## src/rtl/uat_pkg.sv

```systemverilog
// Shared types, widths, op codes and constants for the usage accounting table.
// No dependencies; used by every other file of the block.
`timescale 1ns / 1ps
`default_nettype none

package uat_pkg;

   localparam int TABLE_DEPTH_DEF = 64;
   localparam int MAX_ROWS_DEF    = 64;

   localparam int OP_W       = 3;
   localparam int PID_W      = 23;
   localparam int TK_W       = 48;
   localparam int UID_W      = 32;
   localparam int TOT_W      = 54;
   localparam int CLK_W      = 14;
   localparam int SHR_W      = 14;
   localparam int CSR_IDX_W  = 1;
   localparam int CSR_DATA_W = 32;
   localparam int NUM_W      = TK_W + SHR_W;

   localparam logic [OP_W-1:0] OP_SAMPLE    = 3'd0;
   localparam logic [OP_W-1:0] OP_REPORT    = 3'd1;
   localparam logic [OP_W-1:0] OP_CLEAR_RUN = 3'd2;
   localparam logic [OP_W-1:0] OP_STOP      = 3'd3;
   localparam logic [OP_W-1:0] OP_CLEAR_STP = 3'd4;

   localparam logic [CSR_IDX_W-1:0] CSR_CLK_TCK = 1'd0;
   localparam logic [CSR_IDX_W-1:0] CSR_APP_UID = 1'd1;

   localparam logic [CLK_W-1:0] CLK_TCK_RST = 14'd100;
   localparam logic [UID_W-1:0] APP_UID_RST = 32'd100000;

   // report threshold: ticks * THR_MUL > clk_tck
   localparam int THR_MUL = 200;
   localparam logic [SHR_W-1:0] SHARE_SCALE = 14'd10000;

   localparam logic [TK_W-1:0]  MAX48 = {TK_W{1'b1}};
   localparam logic [TOT_W-1:0] MAX54 = {TOT_W{1'b1}};

   typedef struct packed {
      logic [PID_W-1:0] pid;
      logic [TK_W-1:0]  start;
      logic [TK_W-1:0]  base;
      logic [TK_W-1:0]  last;
      logic [TK_W-1:0]  banked;
      logic             app;
   } entry_type;

endpackage

`default_nettype wire

```

## src/rtl/uat_div.sv

```systemverilog
// Restoring divider for the share: one quotient bit per cycle.
// Depends on uat_pkg for widths. Quotient must fit SHR_W bits.
`timescale 1ns / 1ps
`default_nettype none

module uat_div (
   input  wire logic                      clock,
   input  wire logic                      reset,
   input  wire logic                      start,
   input  wire logic [uat_pkg::NUM_W-1:0] num,
   input  wire logic [uat_pkg::TOT_W-1:0] den,
   output logic                           done,
   output logic [uat_pkg::SHR_W-1:0]      quot
);

   localparam int DW = uat_pkg::TOT_W + uat_pkg::SHR_W;
   localparam int SW = $clog2(uat_pkg::SHR_W);

   logic [DW-1:0]             rem_ff;
   logic [DW-1:0]             dsh_ff;
   logic [uat_pkg::SHR_W-1:0] q_ff;
   logic [SW-1:0]             step_ff;
   logic                      busy_ff;
   logic                      done_ff;
   logic                      ge;

   assign ge = rem_ff >= dsh_ff;

   always_ff @(posedge clock) begin
      if (reset) begin
         busy_ff <= 1'b0;
         done_ff <= 1'b0;
      end else begin
         done_ff <= 1'b0;
         if (start) begin
            busy_ff <= 1'b1;
            step_ff <= SW'(uat_pkg::SHR_W - 1);
            rem_ff  <= DW'(num);
            dsh_ff  <= DW'(den) << (uat_pkg::SHR_W - 1);
            q_ff    <= '0;
         end else if (busy_ff) begin
            if (ge) begin
               rem_ff <= rem_ff - dsh_ff;
            end
            q_ff   <= {q_ff[uat_pkg::SHR_W-2:0], ge};
            dsh_ff <= dsh_ff >> 1;
            if (step_ff == '0) begin
               busy_ff <= 1'b0;
               done_ff <= 1'b1;
            end else begin
               step_ff <= step_ff - 1'b1;
            end
         end
      end
   end

   assign done = done_ff;
   assign quot = q_ff;

endmodule

`default_nettype wire
```

## config.mk

```make
export PLATFORM = sky130hd
export DESIGN_NAME = uat_div
export DESIGN_NICKNAME = d
export VERILOG_FILES = /design/src/rtl/uat_pkg.sv /design/src/rtl/uat_div.sv
export SDC_FILE = /design/constraint.sdc
export NUM_CORES = 1
export LEC_CHECK = 0
export ABC_AREA = 0
export BUFFER_PORTS_ARGS = -buffer_cell sky130_fd_sc_hd__buf_2
export CORE_MARGIN = 1.5
export CORE_UTILIZATION = 50
export CTS_BUF_LIST = sky130_fd_sc_hd__clkbuf_8
export CTS_CLUSTER_SIZE = 30
export DETAILED_ROUTE_END_ITERATION = 8
export PLACE_DENSITY = 0.71
export REMOVE_ABC_BUFFERS = 1
export SLEW_MARGIN = 20
export SYNTH_ARGS = -nofsm -noshare
export SYNTH_HDL_FRONTEND = slang
export SYNTH_SLANG_ARGS = --single-unit
```

## constraint.sdc

```tcl
create_clock -name clock -period 25.9 [get_ports clock]
set_clock_uncertainty 0.05 [all_clocks]
set_input_delay 1.295 -clock clock [delete_from_list [all_inputs] [get_ports clock]]
set_output_delay 1.295 -clock clock [all_outputs]
set_load 0.05 [all_outputs]
```

# [Word-level counts from Yosys, hierarchy flattened]
# Index checks and enable logic that the tools add are counted.
[totals] ff_bits=155 out_inout_bits=15 wordCells=33
[op_classes] addsub=2 magnitude_cmp=1 eq_ne=1 n_mux=12 bitwise=2 n_reduce_logical=7
[ops] op="$mux 68" count=2
[ops] op="$mux 67" count=2
[ops] op="$ge 68x67->1" count=1
[ops] op="$sub 68x67->68" count=1
[ops] op="$mux 62" count=1
[ops] op="$mux 14" count=1
[ops] op="$mux 4" count=2
[ops] op="$reduce_and 3->1" count=2
[ops] op="$logic_not 4->1" count=1
[ops] op="$mux 1" count=4
[ops] op="$reduce_bool 2->1" count=2
[ops] op="$sub 4x1->4 const B" count=1
[ops] op="$reduce_or 3->1" count=1
[ops] op="$ne 2x2->1 const B" count=1
[ops] op="$not 1->1" count=2
[ops] op="$reduce_and 2->1" count=1

# [Logic depth before layout (Yosys ltp)]
[logic_depth] word_depth=4 mapped_depth=13 mapped_depth_nobuf=13

# [Least setup slack after synthesis]
# OpenSTA, ideal clock, no wires.
[synth_path] path_type="input port to flip-flop" from="input start" to="register rem_ff[0] (enable)" setup_time_ns=0.516 arrival_time_ns=8.824 slack_ns=16.510 stages=5 n_path_buf=1 path_cell_list="clkbuf_1 -> nor2_1 -> nor2_1 -> o31ai_1 -> a21oi_1"
[synth_via] elab_chain_len=2 elab_cells_between_ends=3
[synth_rtl] element="start: declaration" line_no="uat_div.sv:9" source="input wire logic start,"
[synth_rtl] element="$reduce_bool 2->1 (no source line)"
[synth_rtl] element="$reduce_and 3->1 (no source line) (*)"
[synth_rtl] element="end signal: assignment" line_no="uat_div.sv:38" source="rem_ff <= DW'(num);"
[synth_rtl] element="end signal: assignment" line_no="uat_div.sv:43" source="rem_ff <= rem_ff - dsh_ff;"
[synth_rtl] element="end: declaration" line_no="uat_div.sv:19" source="logic [DW-1:0] rem_ff;"
# Mark *: on every way between the ends. The rest lies on a longest branch, timed or not.
# A chain may end at the register's enable or synchronous reset.

# [Worst setup path in the final report]
[layout_path] from="register dsh_ff[0]" to="register rem_ff[0] (enable)"
[layout_via] elab_chain_len=3
[layout_rtl] element="start: declaration" line_no="uat_div.sv:20" source="logic [DW-1:0] dsh_ff;"
[layout_rtl] element="start signal: assignment" line_no="uat_div.sv:39" source="dsh_ff <= DW'(den) << (uat_pkg::SHR_W - 1);"
[layout_rtl] element="start signal: assignment" line_no="uat_div.sv:46" source="dsh_ff <= dsh_ff >> 1;"
[layout_rtl] element="$ge 68x67->1" line_no="uat_div.sv:27" source="assign ge = rem_ff >= dsh_ff;"
[layout_rtl] element="$reduce_bool 2->1 (no source line)"
[layout_rtl] element="$reduce_and 3->1 (no source line)"
# Every way passes these cells.

==> run_results.csv <==
group,metric,value,unit
critical_path,slowest_delay,570,ps
cells_and_area,most-common-layout-cells,"163 x nand2_1, 153 x edfxtp_1, 140 x o21ai_0",
logic_synthesis,synth_top_cell_by_area,"edfxtp_1",
sta,setup_violations,0,
cells_and_area,fin_util,57.2,%
floorplanning,start_util,51.0,%
logic_synthesis,async_flop_share,0,%
clock_tree,clk_latency,470,ps
grt,grt_max_degree,99,
grt,grt_pass1_wl,39100,µm
critical_path,critPathMaxFanout,38,
floorplanning,die_w,147,µm
clock_tree,cts-resized-gates,0,
cells_and_area,nets,1402,
clock_tree,cts_buffer_depth,2,
logic_synthesis,syn_inst,1118,
route,drt_first_pass_iters,5,
logic_synthesis,ys_seq_area_share,44.9,%
clock_tree,postCtsSetupBuffers,0,
route,routed_wl,23700,µm
power,p_leak,0.00485,µW
logic_synthesis,ys_seq_elements,155,
route,wl_per_cell,15.8,µm
critical_path,critPathArrivalTime,4710,ps
clock_tree,cts_htree_levels,4,
logic_synthesis,synth_area,10300,µm²
clock_tree,cts_tree,"done",
logic_synthesis,synthTopCellsByArea,"edfxtp_1 45%, ha_1 8.2%, o21ai_0 6.8%",
cells_and_area,multiInputGateArea,5120,µm²
critical_path,crit_slowest_cell,"a21oi_4",
critical_path,required,25960,ps
sta,fmax,0.215,GHz
clock_tree,cts.clk_slew.worst_paths,90,ps
clock_tree,cts.sinks,155,
floorplanning,ios,134,
cells_and_area,area_delta_synth_final,12.1,%
sta,min_period,4650,ps
sta,setup_tns,0,ps
cells_and_area,drive_gt1_share,15.5,%
sta,rsz0062_at_grt,"false",
cells_and_area,num-fill-cells,1848,
critical_path,critPathCaptureType,"flop",
grt,gr-total-overflow,0,
critical_path,worstSetupStartpointType,"flop",
logic_synthesis,synth_ff_type,"edfxtp_1",
logic_synthesis,syn_area_per_cell,9.23,µm²
clock_tree,root_buffer,"clkbuf_8",
floorplanning,die-height,147,µm
grt,first_global_vias,8089,
route,vias_per_cell,5.66,
critical_path,critPathKind,"flop to flop",
placement,port-buffer-count,133,
run_status,status,"completed",
clock_tree,cts_hold_buf,0,
route,drtIter0Drc,654,
placement,place_hpwl,17200,µm
logic_synthesis,synth_top_area_share,44.5,%
cells_and_area,seq_area,4630,µm²
grt,antenna_found_initial,0,
sta,relSlewSlack,45.6,%
sta,tightest_slew,815,ps
route,vias,8472,
cells_and_area,num_antenna_cells,0,
grt,gr-usage-all-layers,22.5,%
logic_synthesis,synth-edff-count,153,
sta,fin_crit_sh,18.0,%
route,drcViolationCount,0,
route,ant_nets,0,
power,p_per_area,63.5,nW/µm²
floorplanning,std_cell_rows,52,
critical_path,path_cells,"ha_1 > fa_1 > nand2b_1 > a21oi_1 > nor2_1 > o31ai_1 > a211oi_2 > o31ai_2 > a211oi_1 > a21oi_4 > buf_16 > buf_4",
floorplanning,core-area,20200,µm²
clock_tree,cts-buffers-inserted,17,
placement,gp_congestion,0.859,
cells_and_area,layout_commonest_cell,"nand2_1",
floorplanning,die-area,21500,µm²
worst_hold_path,hp-class,"flop to flop",
sta,finalHoldViolCount,0,
logic_synthesis,yosys_warnings,0,
power,max-vdd-ir-drop,0.0352,mV
logic_synthesis,synth_cell_types,68,
job,maxCapViolCount,0,
sta,finalMaxSlewViolations,0,
## stage by stage
| stage | instance area [µm²] | power, µW | std cells | worst slack, ps | hold slack (ps) |
|---|---|---|---|---|---|
| floorplan | 10100 | 487 | 1055 | 16800 | 414 |
| global placement | 11100 | 542 | 1464 | 21100 | 449 |
| detailed placement | 11100 | 547 | 1464 | 21030 | 445 |
| CTS | 11500 | 735 | 1496 | 20990 | 463 |
| global route | 11600 | 777 | 1497 | 20920 | 493 |
| finish | 11600 | 735 | 1497 | 21250 | 462 |
## cell usage after synthesis, types with 3 or more instances
cell	instances
o21ai_0	140
a21oi_1	73
nand4_1	27
o21a_1	6
and2_1	6
nand2b_1	7
nor3_1	16
nor4_1	5
a31oi_1	10
buf_1	5
buf_4	3
xor2_1	25
nor2_1	51
o21ai_1	7
and3_1	8
buf_2	7
o211ai_1	6
a21o_1	36
ha_1	68
a211oi_1	4
a211o_1	5
edfxtp_1	153
clkbuf_1	48
xnor2_1	36
inv_1	86
nand2_1	163
o21bai_1	14
mux2_2	3
nand3_1	18
o31ai_1	10
o2111ai_1	4
nor2b_1	21
## layout make-up
cell class / count / share of cell area [%]
Multi-Input combinational cell: 813 / 44.3
Sequential cell: 155 / 40.1
Timing Repair Buffer: 140 / 6.44
Tap cell: 270 / 2.92
Inverter: 87 / 2.82
Clock buffer: 17 / 2.02
Clock inverter: 15 / 1.44
## power by group
group | switching [µW] | internal [µW] | total (µW)
combinational | 141 | 91.7 | 232
sequential | 6.36 | 307 | 313
clock | 102 | 87.5 | 190
total | 249 | 486 | 735
## sequential cells by signal, indices dropped and copies added, names as in the netlist
name,flops
busy_ff,1
step_ff,4
rem_ff,68
dsh_ff,67
done,1
quot,14
## kinds of logic (layout without fill, tap and decap cells)
logic type	count (synthesis)	after routing	synth area share [%]
flip-flops	155	155	44.9
AO/OA/AOI/OAI	344	344	20.4
AND/OR/NAND/NOR	335	335	15.0
buffers and inverters	150	259	5.65
multiplexers	4	4	0.436
XOR/XNOR	61	61	5.18
adder cells (fa/ha/maj)	69	69	8.44
## routing by layer
layer	GRT usage, %	vias up	routed length [µm]
li1	-	4212	-
met1	32.1	3969	11100
met2	35.5	261	10800
met3	3.28	30	1380
met4	6.97	0	403
met5	0	-	0
## critical path, delay by kind of cell (launching register included)
family | cells | cell delay [ps]
AND/OR/NAND/NOR | 2 | 290
adder cells (fa/ha/maj) | 2 | 630
AO/OA/AOI/OAI | 6 | 2170
buffers and inverters | 2 | 730
flip-flops | 1 | 380
## final timing paths
kind	startpoint	endpoint	depth (start not counted)	slack, ps
min reg2reg	busy_ff$_SDFF_PP0_	done$_SDFF_PP0_	1	460
max	dsh_ff[0]$_SDFFCE_PP0P_	rem_ff[0]$_DFFE_PP_	12	21250
min	busy_ff$_SDFF_PP0_	done$_SDFF_PP0_	1	460
max reg2reg	dsh_ff[0]$_SDFFCE_PP0P_	rem_ff[0]$_DFFE_PP_	12	21250
No activity file was read; power rests on OpenSTA's default activity.
